===== src/design/pcts_pkg.sv =====
// Shared definitions for the priority/counter task scheduler.
// Holds table sizes, the sequencer state type, the task entry layout and the
// counter arithmetic helpers. Depends on nothing.
package pcts_pkg;

  localparam int TASK_COUNT = 16;
  localparam int PRIO_BITS  = 8;
  localparam int IDX_W      = $clog2(TASK_COUNT);
  localparam int SLICE_W    = 9;
  localparam int CMP_W      = ((IDX_W > 4) ? IDX_W : 4) + 1;
  localparam int SUM_W      = ((SLICE_W > PRIO_BITS) ? SLICE_W : PRIO_BITS) + 1;

  localparam logic [SLICE_W-1:0] SLICE_MAX = {SLICE_W{1'b1}};

  localparam logic ACT_TICK = 1'b0;
  localparam logic ACT_LOAD = 1'b1;

  typedef enum logic [2:0] {
    S_IDLE,
    S_DEC_RD,
    S_DEC,
    S_SCAN,
    S_SCAN_END,
    S_CUR_RD,
    S_CUR
  } state_t;

  typedef struct packed {
    logic                 ready;
    logic [PRIO_BITS-1:0] prio;
    logic [SLICE_W-1:0]   slice;
  } entry_t;

  // Charge one unit of time slice, holding at zero.
  function automatic logic [SLICE_W-1:0] slice_dec(input logic [SLICE_W-1:0] s);
    return (s == '0) ? '0 : s - SLICE_W'(1);
  endfunction

  // Recompute a counter as half the old value plus the priority, saturated.
  function automatic logic [SLICE_W-1:0] slice_refill(input logic [SLICE_W-1:0]   s,
                                                      input logic [PRIO_BITS-1:0] p);
    logic [SUM_W-1:0] v;
    v = SUM_W'(s >> 1) + SUM_W'(p);
    return (v > SUM_W'(SLICE_MAX)) ? SLICE_MAX : SLICE_W'(v);
  endfunction

endpackage


===== src/design/priority_counter_task_scheduler.sv =====
// Priority/counter task scheduler: task table memory, scan sequencer and
// result register. Depends on pcts_pkg.
//
// Usage:
//   Request channel (req_valid/req_stall) carries one item: action selects
//   a timer tick or a load of one task slot (task_index, priority_req,
//   runnable). Response channel (rsp_valid/rsp_stall) returns one result per
//   request: the running task, its counter and priority, switched and
//   no_task.
//   The task table sits in a single-port-read memory that the sequencer
//   walks one entry per cycle. A load writes its slot (if in range) and then
//   reads the current task back for the result. A tick charges the running
//   task's counter; when the idle task is current or that counter reaches
//   zero it searches slots N-1 down to 1 (N = TASK_COUNT, 16 here), and if
//   none is found while a ready task has a nonzero priority, it searches
//   once more with counter recompute.
//   The recompute pass is fused with the second search pass.
//   One request is worked on at a time; req_stall is high while it runs.
//   A new request is taken while an earlier result still waits in the
//   output register; a finishing request holds until that slot frees.
//   Reset (rst, synchronous) clears the per-entry valid bits, so every slot
//   reads as zero, makes the idle task current and empties the output.
//   While rsp_stall is high the result and rsp_valid hold.
module priority_counter_task_scheduler
  import pcts_pkg::*;
(
  input  logic       clk,
  input  logic       rst,
  input  logic       req_valid,
  output logic       req_stall,
  input  logic       action,
  input  logic [3:0] task_index,
  input  logic [7:0] priority_req,
  input  logic       runnable,
  output logic       rsp_valid,
  input  logic       rsp_stall,
  output logic [3:0] running_task,
  output logic       switched,
  output logic [8:0] task_counter,
  output logic [7:0] task_priority,
  output logic       no_task
);

  state_t state, state_next;

  // Task table and its per-entry valid bits
  entry_t                mem [TASK_COUNT];
  entry_t                rd_data;
  logic                  rd_ok;
  logic [TASK_COUNT-1:0] valid;
  entry_t                rd_word;

  logic [IDX_W-1:0] rd_addr;
  logic [IDX_W-1:0] wr_addr;
  entry_t           wr_data;
  logic             wr_en;

  // Sequencer registers
  logic [IDX_W-1:0]     cur;
  logic [IDX_W-1:0]     scan_idx;
  logic [IDX_W-1:0]     chk_idx;
  logic [IDX_W-1:0]     best;
  logic [PRIO_BITS-1:0] top;
  logic                 chk_on;
  logic                 pass2;
  logic                 any_elig;
  logic                 sw;
  logic                 none;

  // Shared compare unit results
  logic [SLICE_W-1:0]   cand_slice;
  logic [SLICE_W-1:0]   dec_slice;
  logic                 hit;
  logic [IDX_W-1:0]     best_next;
  logic [PRIO_BITS-1:0] top_next;
  logic                 any_next;
  logic                 in_range;
  logic                 out_free;
  logic                 retry;

  assign req_stall = (state != S_IDLE);
  assign rd_word   = rd_ok ? rd_data : '0;
  assign out_free  = !rsp_valid || !rsp_stall;
  assign in_range  = (CMP_W'(task_index) < CMP_W'(TASK_COUNT));

  // Evaluate the entry read last cycle against the best so far
  assign cand_slice = pass2 ? slice_refill(rd_word.slice, rd_word.prio) : rd_word.slice;
  assign dec_slice  = slice_dec(rd_word.slice);
  assign hit        = chk_on && rd_word.ready && (cand_slice != '0) && (rd_word.prio > top);
  assign best_next  = hit ? chk_idx : best;
  assign top_next   = hit ? rd_word.prio : top;
  assign any_next   = any_elig | (chk_on && rd_word.ready && (rd_word.prio != '0));
  assign retry      = !pass2 && any_next && (best_next == '0);

  // Next state and memory port control
  always_comb begin
    state_next = state;
    rd_addr    = cur;
    wr_en      = 1'b0;
    wr_addr    = chk_idx;
    wr_data    = '{ready: rd_word.ready, prio: rd_word.prio, slice: cand_slice};
    unique case (state)
      S_IDLE: begin
        if (req_valid) begin
          if (action == ACT_LOAD) begin
            wr_en      = in_range;
            wr_addr    = IDX_W'(task_index);
            wr_data    = '{ready: runnable, prio: PRIO_BITS'(priority_req), slice: '0};
            state_next = S_CUR_RD;
          end else if (cur == '0) begin
            state_next = S_SCAN;
          end else begin
            state_next = S_DEC_RD;
          end
        end
      end
      S_DEC_RD: state_next = S_DEC;
      S_DEC: begin
        wr_en      = 1'b1;
        wr_addr    = cur;
        wr_data    = '{ready: rd_word.ready, prio: rd_word.prio, slice: dec_slice};
        state_next = (dec_slice == '0) ? S_SCAN : S_CUR_RD;
      end
      S_SCAN: begin
        rd_addr = scan_idx;
        wr_en   = pass2 && chk_on;
        if (scan_idx == IDX_W'(1)) begin
          state_next = S_SCAN_END;
        end
      end
      S_SCAN_END: begin
        wr_en      = pass2 && chk_on;
        state_next = retry ? S_SCAN : S_CUR_RD;
      end
      S_CUR_RD: state_next = S_CUR;
      S_CUR: begin
        if (out_free) begin
          state_next = S_IDLE;
        end
      end
      default: state_next = S_IDLE;
    endcase
  end

  // Table storage, read data registered
  always_ff @(posedge clk) begin
    if (wr_en) begin
      mem[wr_addr] <= wr_data;
    end
    rd_data <= mem[rd_addr];
  end

  // Valid bits and state register
  always_ff @(posedge clk) begin
    if (rst) begin
      state <= S_IDLE;
      valid <= '0;
      rd_ok <= 1'b0;
    end else begin
      state <= state_next;
      if (wr_en) begin
        valid[wr_addr] <= 1'b1;
      end
      rd_ok <= valid[rd_addr];
    end
  end

  // Sequencer datapath
  always_ff @(posedge clk) begin
    if (rst) begin
      cur       <= '0;
      chk_on    <= 1'b0;
      pass2     <= 1'b0;
      rsp_valid <= 1'b0;
    end else begin
      // raise the result when it is loaded, drop it once taken
      if ((state == S_CUR) && out_free) begin
        rsp_valid <= 1'b1;
      end else if (rsp_valid && !rsp_stall) begin
        rsp_valid <= 1'b0;
      end
      unique case (state)
        S_IDLE: begin
          if (req_valid) begin
            sw       <= 1'b0;
            none     <= 1'b0;
            pass2    <= 1'b0;
            chk_on   <= 1'b0;
            scan_idx <= IDX_W'(TASK_COUNT - 1);
            best     <= '0;
            top      <= '0;
            any_elig <= 1'b0;
          end
        end
        S_SCAN: begin
          chk_idx  <= scan_idx;
          chk_on   <= 1'b1;
          scan_idx <= scan_idx - IDX_W'(1);
          best     <= best_next;
          top      <= top_next;
          any_elig <= any_next;
        end
        S_SCAN_END: begin
          chk_on <= 1'b0;
          if (retry) begin
            // nothing found: recompute counters while searching again
            pass2    <= 1'b1;
            scan_idx <= IDX_W'(TASK_COUNT - 1);
            best     <= '0;
            top      <= '0;
          end else if (!pass2 && !any_next) begin
            none <= 1'b1;
          end else if ((best_next != '0) && (best_next != cur)) begin
            cur <= best_next;
            sw  <= 1'b1;
          end
        end
        S_CUR: begin
          if (out_free) begin
            running_task  <= 4'(cur);
            switched      <= sw;
            task_counter  <= 9'(rd_word.slice);
            task_priority <= 8'(rd_word.prio);
            no_task       <= none;
          end
        end
        default: begin
        end
      endcase
    end
  end

endmodule


===== config.mk =====
export PLATFORM = sky130hd
export DESIGN_NAME = priority_counter_task_scheduler
export DESIGN_NICKNAME = d
export VERILOG_FILES = /design/src/design/pcts_pkg.sv /design/src/design/priority_counter_task_scheduler.sv
export SDC_FILE = /design/constraint.sdc
export NUM_CORES = 1
export LEC_CHECK = 0
export BUFFER_PORTS_ARGS = -buffer_cell sky130_fd_sc_hd__buf_2
export CAP_MARGIN = 40
export CELL_PAD_IN_SITES_DETAIL_PLACEMENT = 0
export CELL_PAD_IN_SITES_GLOBAL_PLACEMENT = 1
export CORE_MARGIN = 4
export CORE_UTILIZATION = 30
export DETAILED_ROUTE_END_ITERATION = 8
export PLACE_DENSITY_LB_ADDON = 0.1
export REMOVE_ABC_BUFFERS = 1
export SYNTH_ARGS = -nofsm -noshare
export SYNTH_HDL_FRONTEND = slang
export SYNTH_SLANG_ARGS = --single-unit

===== constraint.sdc =====
create_clock -name clk -period 4.6 [get_ports clk]
set_clock_uncertainty 0.05 [all_clocks]
set_input_delay 0.92 -clock clk [delete_from_list [all_inputs] [get_ports clk]]
set_output_delay 0.92 -clock clk [all_outputs]
set_load 0.02 [all_outputs]

# Word-level counts from Yosys, hierarchy flattened
# Memories as Yosys holds them, arrays and structs flattened. A register that Yosys moved wholly into a read port is not among the register bits.
# Index checks and enable logic that the tools add are counted.
# op_classes
bitwise_logic	5
order_cmp	5
div_mod_pow	0
muxes	53
n_eq_ne	17
shifts	0
n_mul	0
reduce_logical	42
addsub	3
# op_table
cell	n
18-bit 2-to-1 mux	3
18-bit one-hot mux with 2 select lines	1
4-bit 2-to-1 mux	8
9-bit 2-to-1 mux	3
8-bit 2-to-1 mux	3
4-bit one-hot mux with 3 select lines	2
8-bit one-hot mux with 3 select lines	1
3-bit one-hot mux with 7 select lines	1
9-bit logical NOT	2
3-bit 2-to-1 mux	6
2-bit != test, second input constant	9
16-bit bitwise OR	1
1-bit 2-to-1 mux	15
1-bit logical AND	12
3-bit AND reduction	4
4-bit by 5-bit less-than comparator with 1-bit output, second input constant	2
5-bit AND reduction	2
8-bit by 8-bit adder with 9-bit output	1
3-bit equality test, second input constant	3
9-bit > comparator, second input constant	1
9-bit nonzero test	1
9-bit by 1-bit subtractor with 9-bit output, second input constant	1
8-bit > comparator	1
4-bit logical NOT	2
other kinds (25)	40
# word_totals
word_cells	145
in_bits	18
latch_bits	0
mem_count	1
ff_bits	73
mem_bits_rw	288
romBits	0
# memory_table
memory	depth	word_bits	read_ports	rd_clocked_by_memory_dff	wr	line_no	text
mem	16	18	1	1	1	priority_counter_task_scheduler.sv:47	entry_t mem [TASK_COUNT];

# Logic depth before layout (Yosys ltp)
# depth
word_depth	15
mapped_depth	17
mapped_depth_nobuf	13

# Worst setup path after synthesis
# No wires, ideal clock.
# synth_timing
path_kind	input port to flip-flop
start	input rst
end	register no_task (enable)
t_required_ps	4080
cell_stages	3
path_slack_ps	295
n_path_buf	2
t_arrival_ps	3785
cell_sequence	clkbuf_1 -> clkbuf_1 -> nor4b_1
# synth_between
elab_chain_cells	2
# synth_rtl
item	line_no	text
from (decl)	priority_counter_task_scheduler.sv:28	input logic rst,
1-bit inverter (no line)	n/a	
3-bit AND reduction (no line)	n/a	
to (signal assigned)	priority_counter_task_scheduler.sv:224	no_task <= none;
to (decl)	priority_counter_task_scheduler.sv:41	output logic no_task
# No other way between the ends.
# A chain may end at the register's enable or synchronous reset.

==> results.cfg <==
[synth]
syn_inst = 1313
syn_area_um2 = 16200
synth_ff_type = edfxtp_1
netlist.area_leader.share = 0.619
synth_cell_types = 64
yosysWarnings = 0
synth-edff-count = 334
syn_avg_cell_area_um2 = 12.3
synth-async-reset-ratio = 0
ys_seq_area_frac = 0.675
yosysMostFrequentCell = edfxtp_1
synth_top_cell_by_area = edfxtp_1
ys_seq_elements = 379
netlist_top_cells_area = edfxtp_1, dfxtp_1, nand2_1
synth_common_cells = edfxtp_1, nand2_1, a211oi_1

[hold_path]
hold_path.class = flip-flop to flip-flop
holdPathStages = 0

[cells_and_area]
fillers = 5253
multi_input_area_um2 = 4900
final_layout_size_suffix_gt1_frac = 0.160
regArea_um2 = 10900
area_delta_synth_final_pct = 18.6
finish.instance_area_um2 = 19200
fin_nets = 1421
antenna_cells = 0

[setup_path]
cp_cell_sequence = nand2_1 -> inv_1 -> ha_1 -> o211ai_1 -> and3b_1 -> o32a_1 -> a211oi_2 -> nand4_1 -> o31ai_4 -> mux2i_1 -> o31ai_1 -> and2_1
critPathMaxStageDelay_ns = 0.62
worstPathArrival_ns = 4.38
critPathCaptureType = flip-flop
cp-start-kind = flip-flop
critPathRequiredTime_ns = 4.77
worst_path_max_delay_cell = dfxtp_1
path_max_fanout = 12
critPathKind = flip-flop to flip-flop
worstRegToRegCells = 12

[detailed_routing]
top_layer_used = met4
drtAntennaViolNets = 0
wire_per_inst_um = 23.7
totalWireLength_um = 50200
drtIter0Drc = 690
first_pass_iters = 5
dr_total_vias = 10700
wl_met2_um = 23700
avgViaCountPerCell = 5.07
drc = 0
drt-met1-wl_um = 23500
wl_met3_um = 1950

[timing]
setup_viol = 0
finalCritPeriodShare = 0.915
finalHoldViolations = 0
worst_pin_slew_ns = 0.887
holdWs_ns = 0.390
max_slew_margin = 0.407
slew_violations = 0
grt_setup_unrepaired = no
min_period_ns = 4.21
clock.fmax_mhz = 238

[clock_tree]
cts-root-buf = clkbuf_16
htreeDepth = 2
clock_latency_ns = 0.58
clkTransAtPathRegs_ns = 0.06
hold_buffers = 0
clock-sinks = 379
cts_tree = yes
cts_buffers = 45
cts_buffer_depth = 3
cts_resized = 0
postCtsSetupRepairBufs = 0

[grt]
grt_pass1_vias = 10700
grt_pass1_wl_um = 73400
grt_antenna_before_repair = 2
grt.total_usage = 0.173
grt_overflow = 0
grt_max_degree = 79

[placement]
hpwl_um = 31500
gp_congestion = 0.825
postPlaceCellArea_um2 = 17700
port_buffers = 42

[floorplan]
fp.dieW_um = 240
coreArea_um2 = 53000
initial_core_util = 0.306
die_h_um = 240
dieArea_um2 = 57800
ioPinCount = 43
rows = 84

[status]
status = finished, final reports clean

[run]
maxCapViolCount = 0

[power_and_ir_drop]
p_leak_uw = 0.00670
power.density_nw_per_um2 = 578
irDropWorstVdd_uv = 244
-- layer usage --
metal | vias to the layer above | GRT usage
met5 | - | 0
met4 | 0 | 0.0406
met3 | 64 | 0.0320
met2 | 187 | 0.281
met1 | 5394 | 0.243
li1 | 5085 | -
-- cells by family (layout without fill, tap and decap cells) --
group                      after synthesis  in the layout  synth area share
xor gates and xnor gates                23             23            0.0124
AOI/OAI and AO/OA                      326            326             0.141
and+or+nand+nor                        441            441             0.126
DFF                                    379            379             0.675
muxes                                    9              9           0.00564
buffers and inverters                  121            235            0.0297
adders and majority gates               14             14            0.0107
-- cells in the final DEF, fill, tap and decap left out, drive strengths merged, types with 9 or more instances in the layout --
cell,synthesis,routed
nor3,9,9
a21oi,60,60
edfxtp,334,334
xor2,15,15
o21ai,29,29
a311oi,39,39
a211oi,99,99
and2,82,82
nand2,214,214
a31oi,42,42
nand2b,10,10
inv,31,32
ha,13,13
or2,9,9
dfxtp,45,45
nor2,72,72
buf,16,120
clkbuf,74,74
nand3,10,10
-- state kept, by name, indices dropped and copies added, names as in the netlist, 3 cells and up --
signal,flops
rd_data,18
task_counter,9
cur,4
task_priority,8
running_task,4
best,4
chk_idx,4
scan_idx,4
state,3
top,8
valid,16
mem,288
-- worst paths after layout --
path / start / endpoint / slack [ns]
worst max-delay path: rd_ok / scan_idx[2] / 0.39
worst min-delay path: none / no_task / 0.39
worst min register to register: none / no_task / 0.39
worst max register to register: rd_ok / scan_idx[2] / 0.39
-- area by class of cell --
class | instances | share of cell area
flip-flops and latches | 379 | 0.569
multi-input cells | 813 | 0.255
clock buffers | 74 | 0.0738
repair buffers | 120 | 0.0454
well taps | 688 | 0.0448
inverters | 31 | 0.00606
clock inverters | 10 | 0.00528
-- metrics by stage --
step / instances / worst slack (ns) / total power (uW) / setup TNS (ns) / util
global placement: 2030 / 0.478 / 7620 / 0 / 0.334
CTS: 2115 / 0.377 / 11200 / 0 / 0.362
finish: 2115 / 0.391 / 11100 / 0 / 0.362
global route: 2115 / 0.0461 / 11700 / 0 / 0.362
detailed placement: 2031 / 0.394 / 7610 / 0 / 0.334
floorplan: 1223 / -5.71 / 6360 / -107.87 / -
-- critical path: cells and delay by family (launching register included) --
kind	cells	cell delay, ns
compound gates	5	1.43
simple gates	4	1.07
flops	1	0.62
fa+ha+maj	1	0.35
buf+inv	1	0.18
mux	1	0.14
-- where the power goes --
part / internal [uW] / switching [uW] / leakage, uW
clock: 2160 / 1430 / 0.000745
sequential: 4340 / 304 / 0.00345
combinational: 878 / 1990 / 0.00251
No activity file was read; power rests on OpenSTA's default activity.
